--- config.mk ---
export PLATFORM = sky130hd
export DESIGN_NAME = thhl_ctrl
export DESIGN_NICKNAME = d
export VERILOG_FILES = /design/src/rtl/core/thhl_pkg.sv /design/src/rtl/core/thhl_ctrl.sv
export SDC_FILE = /design/constraint.sdc
export NUM_CORES = 1
export LEC_CHECK = 0
export ABC_AREA = 1
export BUFFER_PORTS_ARGS = -buffer_cell sky130_fd_sc_hd__clkbuf_2
export CAP_MARGIN = 20
export CORE_MARGIN = 2
export CORE_UTILIZATION = 54
export DETAILED_ROUTE_END_ITERATION = 6
export PLACE_DENSITY = 0.84
export SLEW_MARGIN = 20
export SYNTH_ARGS = -nofsm -noshare
export SYNTH_HDL_FRONTEND = slang
export SYNTH_SLANG_ARGS = --single-unit
export TNS_END_PERCENT = 100
--- constraint.sdc ---
create_clock -name i_clk -period 2.7 [get_ports i_clk]
set_input_delay 0.54 -clock i_clk [delete_from_list [all_inputs] [get_ports i_clk]]
set_output_delay 0.54 -clock i_clk [all_outputs]
set_load 0.02 [all_outputs]
--- src/rtl/core/thhl_pkg.sv ---
package thhl_pkg;

    localparam int HIST_DEPTH = 256;
    localparam int NUM_VARS   = 8;
    localparam int NUM_MARKS  = 4;

    localparam int SLOT_W    = $clog2(HIST_DEPTH);
    localparam int VAR_W     = $clog2(NUM_VARS);
    localparam int MRK_W     = $clog2(NUM_MARKS);
    localparam int MIDX_W    = VAR_W + MRK_W;
    localparam int VADDR_W   = VAR_W + SLOT_W;
    localparam int CLR_DEPTH = NUM_VARS * HIST_DEPTH;
    localparam int NUM_MIDX  = NUM_VARS * NUM_MARKS;

    // request codes
    localparam logic [1:0] REQ_APPEND = 2'd0;
    localparam logic [1:0] REQ_STORE  = 2'd1;
    localparam logic [1:0] REQ_QVAL   = 2'd2;
    localparam logic [1:0] REQ_QGRAD  = 2'd3;

    // fixed point
    localparam logic signed [63:0] SAT_LIM = 64'sh2000_0000_0000_0000;
    localparam logic signed [63:0] DIV_LIM = 64'sh0000_0100_0000_0000;
    localparam logic signed [63:0] K_ONE   = 64'sd65536;
    localparam logic signed [63:0] K_TWO   = 64'sd131072;
    localparam logic signed [63:0] K_THREE = 64'sd196608;
    localparam logic signed [63:0] K_FOUR  = 64'sd262144;
    localparam logic signed [63:0] K_SIX   = 64'sd393216;

    // iterative arithmetic unit
    localparam int DIV_DW    = 41;
    localparam int DIV_NW    = DIV_DW + 16;
    localparam int CNT_W     = 6;
    localparam int MUL_STEPS = 4;
    localparam logic [CNT_W-1:0] MUL_DONE = CNT_W'(MUL_STEPS + 2);
    localparam logic [CNT_W-1:0] DIV_DONE = CNT_W'(DIV_NW + 1);

    // micro-program addresses
    localparam int UPC_W = 6;
    localparam logic [UPC_W-1:0] UPC_COMMON  = 6'd0;
    localparam logic [UPC_W-1:0] UPC_GRAD    = 6'd20;
    localparam logic [UPC_W-1:0] UPC_SW_VAL  = 6'd35;
    localparam logic [UPC_W-1:0] UPC_SW_GRAD = 6'd38;
    localparam logic [UPC_W-1:0] UPC_ZI_VAL  = 6'd39;
    localparam logic [UPC_W-1:0] UPC_ZI_GRAD = 6'd40;

    typedef enum logic [3:0] {
        ST_CLEAR, ST_IDLE, ST_HIT_RD, ST_HIT_CHK, ST_WRITE,
        ST_W1_RD, ST_W1_CHK, ST_W2_RD, ST_W2_CHK, ST_LD_RD, ST_LD_CAP,
        ST_DECIDE, ST_ISSUE, ST_WAIT, ST_DONE
    } t_state;

    typedef enum logic [1:0] {RD_OFF, RD_K, RD_K1} t_rd_sel;

    typedef enum logic [1:0] {UK_ADD, UK_SUB, UK_MUL, UK_DIV} t_uop_kind;

    typedef enum logic [4:0] {
        S_ZERO, S_T, S_X0, S_X1, S_Y0, S_Y1, S_G0, S_G1, S_H,
        S_A, S_B, S_C, S_U, S_U2, S_U3, S_RES,
        S_K1, S_K2, S_K3, S_K4, S_K6
    } t_src;

    typedef enum logic [2:0] {D_A, D_B, D_C, D_U, D_U2, D_U3, D_RES} t_dst;

    typedef struct packed {
        t_uop_kind kind;
        t_dst      dst;
        t_src      sa;
        t_src      sb;
        logic      last;
        logic      br;
    } t_uop;

    typedef struct packed {
        logic             accept;
        logic             clear_step;
        logic             wr_item;
        t_rd_sel          rd_sel;
        logic             k_init;
        logic             k1_inc;
        logic             k_from_k1;
        logic             k_dec;
        logic             k1_from_k;
        logic             cap_lo;
        logic             cap_hi;
        logic             set_hit;
        logic             mark_wr;
        logic             alu_start;
        logic [UPC_W-1:0] pc;
        logic             out_load;
    } t_dp_cmd;

    typedef struct packed {
        logic clear_last;
        logic is_write;
        logic is_grad;
        logic hit;
        logic w1_go;
        logic w2_go;
        logic sw;
        logic zi;
        logic alu_busy;
        logic alu_done;
    } t_dp_stat;

    function automatic logic signed [63:0] sat61(input logic signed [63:0] x);
        if (x > SAT_LIM) return SAT_LIM;
        if (x < -SAT_LIM) return -SAT_LIM;
        return x;
    endfunction

    function automatic logic signed [31:0] clamp32(input logic signed [63:0] x);
        if (x > 64'sd2147483647) return 32'sh7fff_ffff;
        if (x < -64'sd2147483648) return 32'sh8000_0000;
        return x[31:0];
    endfunction

    function automatic logic [63:0] mag64(input logic signed [63:0] x);
        return x[63] ? 64'(-x) : 64'(x);
    endfunction

    // Hermite evaluation sequence: common head, value tail, gradient tail,
    // switch extrapolation and zero interval
    function automatic t_uop uop_rom(input logic [UPC_W-1:0] pc);
        t_uop u;
        u = '{UK_ADD, D_RES, S_ZERO, S_ZERO, 1'b1, 1'b0};
        case (pc)
            6'd0:  u = '{UK_SUB, D_A,   S_T,   S_X0,   1'b0, 1'b0};
            6'd1:  u = '{UK_DIV, D_U,   S_A,   S_H,    1'b0, 1'b0};
            6'd2:  u = '{UK_MUL, D_U2,  S_U,   S_U,    1'b0, 1'b0};
            6'd3:  u = '{UK_MUL, D_U3,  S_U2,  S_U,    1'b0, 1'b1};
            6'd4:  u = '{UK_MUL, D_A,   S_K3,  S_U2,   1'b0, 1'b0};
            6'd5:  u = '{UK_MUL, D_B,   S_K2,  S_U3,   1'b0, 1'b0};
            6'd6:  u = '{UK_SUB, D_A,   S_A,   S_B,    1'b0, 1'b0};
            6'd7:  u = '{UK_SUB, D_B,   S_Y1,  S_Y0,   1'b0, 1'b0};
            6'd8:  u = '{UK_MUL, D_RES, S_B,   S_A,    1'b0, 1'b0};
            6'd9:  u = '{UK_ADD, D_RES, S_Y0,  S_RES,  1'b0, 1'b0};
            6'd10: u = '{UK_MUL, D_A,   S_K2,  S_U2,   1'b0, 1'b0};
            6'd11: u = '{UK_SUB, D_A,   S_U3,  S_A,    1'b0, 1'b0};
            6'd12: u = '{UK_ADD, D_A,   S_A,   S_U,    1'b0, 1'b0};
            6'd13: u = '{UK_MUL, D_B,   S_H,   S_G0,   1'b0, 1'b0};
            6'd14: u = '{UK_MUL, D_B,   S_B,   S_A,    1'b0, 1'b0};
            6'd15: u = '{UK_ADD, D_RES, S_RES, S_B,    1'b0, 1'b0};
            6'd16: u = '{UK_SUB, D_A,   S_U3,  S_U2,   1'b0, 1'b0};
            6'd17: u = '{UK_MUL, D_B,   S_H,   S_G1,   1'b0, 1'b0};
            6'd18: u = '{UK_MUL, D_B,   S_B,   S_A,    1'b0, 1'b0};
            6'd19: u = '{UK_ADD, D_RES, S_RES, S_B,    1'b1, 1'b0};
            6'd20: u = '{UK_SUB, D_B,   S_Y1,  S_Y0,   1'b0, 1'b0};
            6'd21: u = '{UK_DIV, D_C,   S_B,   S_H,    1'b0, 1'b0};
            6'd22: u = '{UK_SUB, D_A,   S_U,   S_U2,   1'b0, 1'b0};
            6'd23: u = '{UK_MUL, D_A,   S_K6,  S_A,    1'b0, 1'b0};
            6'd24: u = '{UK_MUL, D_RES, S_C,   S_A,    1'b0, 1'b0};
            6'd25: u = '{UK_MUL, D_A,   S_K3,  S_U2,   1'b0, 1'b0};
            6'd26: u = '{UK_MUL, D_B,   S_K4,  S_U,    1'b0, 1'b0};
            6'd27: u = '{UK_SUB, D_B,   S_A,   S_B,    1'b0, 1'b0};
            6'd28: u = '{UK_ADD, D_B,   S_B,   S_K1,   1'b0, 1'b0};
            6'd29: u = '{UK_MUL, D_B,   S_G0,  S_B,    1'b0, 1'b0};
            6'd30: u = '{UK_ADD, D_RES, S_RES, S_B,    1'b0, 1'b0};
            6'd31: u = '{UK_MUL, D_B,   S_K2,  S_U,    1'b0, 1'b0};
            6'd32: u = '{UK_SUB, D_B,   S_A,   S_B,    1'b0, 1'b0};
            6'd33: u = '{UK_MUL, D_B,   S_G1,  S_B,    1'b0, 1'b0};
            6'd34: u = '{UK_ADD, D_RES, S_RES, S_B,    1'b1, 1'b0};
            6'd35: u = '{UK_SUB, D_A,   S_T,   S_X1,   1'b0, 1'b0};
            6'd36: u = '{UK_MUL, D_A,   S_A,   S_G1,   1'b0, 1'b0};
            6'd37: u = '{UK_ADD, D_RES, S_Y1,  S_A,    1'b1, 1'b0};
            6'd38: u = '{UK_ADD, D_RES, S_G1,  S_ZERO, 1'b1, 1'b0};
            6'd39: u = '{UK_ADD, D_RES, S_Y0,  S_ZERO, 1'b1, 1'b0};
            6'd40: u = '{UK_ADD, D_RES, S_G0,  S_ZERO, 1'b1, 1'b0};
            default: u = '{UK_ADD, D_RES, S_ZERO, S_ZERO, 1'b1, 1'b0};
        endcase
        return u;
    endfunction

endpackage

--- src/rtl/core/thhl_ctrl.sv ---
module thhl_ctrl import thhl_pkg::*; (
    input  logic     i_clk,
    input  logic     i_rst_n,
    input  logic     i_in_valid,
    output logic     o_in_stall,
    output logic     o_out_valid,
    input  logic     i_out_stall,
    input  t_dp_stat i_stat,
    output t_dp_cmd  o_cmd
);

    t_state           r_state, n_state;
    logic [UPC_W-1:0] r_pc, n_pc;
    logic             r_out_valid, n_out_valid;
    t_uop             w_uop;

    always_ff @(posedge i_clk) begin
        if (!i_rst_n) begin
            r_state     <= ST_CLEAR;
            r_pc        <= UPC_COMMON;
            r_out_valid <= 1'b0;
        end else begin
            r_state     <= n_state;
            r_pc        <= n_pc;
            r_out_valid <= n_out_valid;
        end
    end

    always_comb begin
        n_state      = r_state;
        n_pc         = r_pc;
        w_uop        = uop_rom(r_pc);
        o_cmd        = '0;
        o_cmd.rd_sel = RD_OFF;
        o_cmd.pc     = r_pc;
        case (r_state)
            ST_CLEAR: begin
                o_cmd.clear_step = 1'b1;
                if (i_stat.clear_last) n_state = ST_IDLE;
            end
            ST_IDLE: begin
                if (i_in_valid) begin
                    o_cmd.accept = 1'b1;
                    n_state      = ST_HIT_RD;
                end
            end
            ST_HIT_RD: n_state = ST_HIT_CHK;
            ST_HIT_CHK: begin
                if (i_stat.is_write) begin
                    n_state = ST_WRITE;
                end else if (i_stat.hit) begin
                    o_cmd.cap_lo  = 1'b1;
                    o_cmd.set_hit = 1'b1;
                    n_state       = ST_DONE;
                end else begin
                    o_cmd.k_init = 1'b1;
                    n_state      = ST_W1_RD;
                end
            end
            ST_WRITE: begin
                o_cmd.wr_item = 1'b1;
                n_state       = ST_DONE;
            end
            ST_W1_RD: begin
                o_cmd.rd_sel = RD_K1;
                n_state      = ST_W1_CHK;
            end
            ST_W1_CHK: begin
                if (i_stat.w1_go) begin
                    o_cmd.k1_inc = 1'b1;
                    n_state      = ST_W1_RD;
                end else begin
                    o_cmd.k_from_k1 = 1'b1;
                    n_state         = ST_W2_RD;
                end
            end
            ST_W2_RD: begin
                o_cmd.rd_sel = RD_K;
                n_state      = ST_W2_CHK;
            end
            ST_W2_CHK: begin
                if (i_stat.w2_go) begin
                    o_cmd.k_dec = 1'b1;
                    n_state     = ST_W2_RD;
                end else begin
                    o_cmd.cap_lo    = 1'b1;
                    o_cmd.k1_from_k = 1'b1;
                    n_state         = ST_LD_RD;
                end
            end
            ST_LD_RD: begin
                o_cmd.rd_sel = RD_K1;
                n_state      = ST_LD_CAP;
            end
            ST_LD_CAP: begin
                o_cmd.cap_hi  = 1'b1;
                o_cmd.mark_wr = 1'b1;
                n_state       = ST_DECIDE;
            end
            ST_DECIDE: begin
                if (i_stat.sw) n_pc = i_stat.is_grad ? UPC_SW_GRAD : UPC_SW_VAL;
                else if (i_stat.zi) n_pc = i_stat.is_grad ? UPC_ZI_GRAD : UPC_ZI_VAL;
                else n_pc = UPC_COMMON;
                n_state = ST_ISSUE;
            end
            ST_ISSUE: begin
                o_cmd.alu_start = 1'b1;
                n_state         = ST_WAIT;
            end
            ST_WAIT: begin
                if (i_stat.alu_done) begin
                    if (w_uop.last) begin
                        n_state = ST_DONE;
                    end else begin
                        n_pc    = (w_uop.br && i_stat.is_grad) ? UPC_GRAD : r_pc + 1'b1;
                        n_state = ST_ISSUE;
                    end
                end
            end
            ST_DONE: begin
                if (!(r_out_valid && i_out_stall)) begin
                    o_cmd.out_load = 1'b1;
                    n_state        = ST_IDLE;
                end
            end
            default: n_state = ST_IDLE;
        endcase
        n_out_valid = (r_out_valid && i_out_stall) || o_cmd.out_load;
    end

    assign o_in_stall  = (r_state != ST_IDLE);
    assign o_out_valid = r_out_valid;

endmodule

==> flow_metrics.env <==
export IMPL_holdBufCountCts=0
export IMPL_ys_flop_type="dfxtp_1"
export IMPL_n_fill_cell=203
export IMPL_synth_edf_count=0
export IMPL_synth_common_cells="nand2_1, inv_1, nor2_1"
export IMPL_place_ws_ns=0.757
export IMPL_skew_ns=0.00323
export IMPL_grt_pass1_vias=1116
export IMPL_floorplan_rows=16
export IMPL_place_congestion=0.885
export IMPL_status="finished, final reports clean"
export IMPL_postCtsSetupBuffers=0
export IMPL_clk_latency_ns=0.27
export IMPL_syn_to_final_growth_pct=19.3
export IMPL_port_buffers=36
export IMPL_netlist_instances=206
export IMPL_stdcell_count=271
export IMPL_max_cap_violations=0
export IMPL_reg2reg_depth=13
export IMPL_hold_violations=0
export IMPL_cts_root_buf="clkbuf_4"
export IMPL_avgViaCountPerCell=5.05
export IMPL_grt_use_total_pct=23.4
export IMPL_finalSetupViolations=0
export IMPL_cp_end_kind="output pin"
export IMPL_slew_headroom_pct=77.6
export IMPL_worstPathArrival_ns=1.73
export IMPL_stdcell_area_sq_um=1410
export IMPL_powerDensity_nw_per_um2=518
export IMPL_ant_nets=0
export IMPL_hold_path_cell_count=2
export IMPL_io_pins=38
export IMPL_core_sq_um=2000
export IMPL_min_from="o_out_valid"
export IMPL_max_slew_worst_pin_slew_ns=0.334
export IMPL_clkTransAtPathRegs_ns=0.07
export IMPL_syn_avg_cell_area_sq_um=5.73
export IMPL_num_vias=1368
export IMPL_synth_async_sr_flop_share_pct=0
export IMPL_dp_cells=267
export IMPL_synth_yosys_warnings=0
export IMPL_start_util_pct=58.9
export IMPL_slew_violations=0
export IMPL_clockBufferDepth=2
export IMPL_power_leakage_nw=0.853
export IMPL_firstDrtPassIters=4
export IMPL_ys_types=26
export IMPL_yosys_area_top_type_share_pct=22.1
export IMPL_grt_pass1_wl_um=4740
export IMPL_fin_nets=260
export IMPL_die_w_um=50.7
export IMPL_cts_tree="built"
export IMPL_synth_nets=221
export IMPL_synth_seq_area_share_pct=22.1
export IMPL_ys_seq_elements=13
export IMPL_numCtsBuffers=3
export IMPL_synthTopCellsByArea="dfxtp_1, nand2_1, inv_1"
export IMPL_rsz0062_at_grt="no"
export IMPL_syn_area_sq_um=1180
export IMPL_fmax_mhz=441
export IMPL_die_height_um=50.7
export IMPL_fin_crit_ns=2.27
export IMPL_clock_sinks=13
export IMPL_grt_max_degree=11
export IMPL_finalWorstSetupSlack_ns=0.431
export IMPL_holdCritPathClass="reg2reg"
export IMPL_wl_per_cell_um=10.4
export IMPL_h_tree_depth=1
export IMPL_yosysTopAreaCell="dfxtp_1"
export IMPL_dieArea_sq_um=2580
export IMPL_antenna_found_initial=0
export IMPL_grt_overflow_total=0
export IMPL_worstSetupPathType="reg2out"
export IMPL_cts_resized=0
export IMPL_ir_drop_mv=0.560
export IMPL_drive_gt1_share_pct=25.0
export IMPL_rrSetupSlack_ns=1.04
export IMPL_drtIter0Drc=57
export IMPL_worstReg2RegStart="r_state[3]"
export IMPL_dpl_cell_area_sq_um=1380
export IMPL_holdPathEnd="o_out_valid"
export IMPL_utilization_pct=70.3
export IMPL_tns_ns=0
export IMPL_path_max_fanout=6
export IMPL_antennaDiodeCount=0
export IMPL_drc=0
export IMPL_reg2reg_to="w_uop[1]"
export IMPL_routed_wl_um=2810
export IMPL_crit_required_ns=2.16
export IMPL_synth_most_common_cell="nand2_1"
export IMPL_post_route_period_util_pct=84.0
export IMPL_start_kind="flip-flop"
export IMPL_dp_hpwl_um=2270
-- sequential cells by signal, summed over array words and instances, names as in the netlist --
name,count
o_out_valid,1
r_pc,6
r_state,4
w_uop,2
-- worst max-delay path: stages, from the launching register on --
cell and delay, ns:
dfxtp_1 0.49, nand2_1 0.16, nor3_1 0.29, nand3_1 0.23, o21ai_2 0.11, clkbuf_2 0.18
-- power breakdown --
group          leakage [nW]  total [mW]  internal (mW)  switching, mW
Sequential            0.105       0.249          0.211         0.0385
Clock                0.0150       0.118         0.0572         0.0611
Combinational         0.733       0.361          0.112          0.249
Total                 0.853       0.729          0.380          0.349
-- through the flow --
stage	hold slack, ns	power [mW]
after floorplan	0.575	0.514
after global placement	0.503	0.609
after detailed placement	0.502	0.611
after CTS	0.518	0.730
after global routing	0.551	0.789
final	0.516	0.729
-- worst max-delay path by stage --
| stage | start | end | slack (ns) | cells past startpoint |
|---|---|---|---|---|
| floorplan | r_state[1] | o_cmd[10] | 0.90 | 5 |
| global placement | r_state[1] | o_cmd[11] | 0.75 | 5 |
| detailed placement | r_state[1] | o_cmd[11] | 0.76 | 5 |
| CTS | r_state[1] | o_cmd[11] | 0.45 | 5 |
| global route | r_state[1] | o_cmd[11] | 0.29 | 5 |
| finish | r_state[1] | o_cmd[11] | 0.43 | 5 |
-- area by class of cell --
type,count,area (sq um),area share [%]
clock buffers,4,26.3,1.87
inverters,36,135,9.60
multi-input cells,155,772,54.8
flip-flops and latches,13,260,18.5
well taps,27,33.8,2.40
repair buffers,36,180,12.8
-- layout by cell type (no fill, tap or decap), drive strengths merged, types with 3 or more instances in the layout --
cell type	Yosys	routed
nor3	4	4
nand4	3	3
clkbuf	0	40
nand2	67	67
dfxtp	13	13
a21oi	10	10
nand3	22	22
o21ai	9	9
inv	36	36
nor2	35	35
-- logic make-up (layout without fill, tap and decap cells) --
kind of cell	after synthesis	after routing	share of synthesized area [%]
buffers and inverters	38	76	12.5
and+or+nand+nor	133	133	53.8
AOI/OAI and AO/OA	21	21	10.6
adders and majority gates	1	1	1.06
DFF	13	13	22.1
-- metal layers --
layer / GRT usage (%) / up-vias / wire length (um)
met3: 1.19 / 4 / 204
met4: 6.76 / 0 / 25
li1: - / 725 / -
met2: 34.9 / 53 / 1160
met1: 36.0 / 586 / 1420
met5: 0 / - / 0
Note: power is estimated with default switching activity, not from simulation.
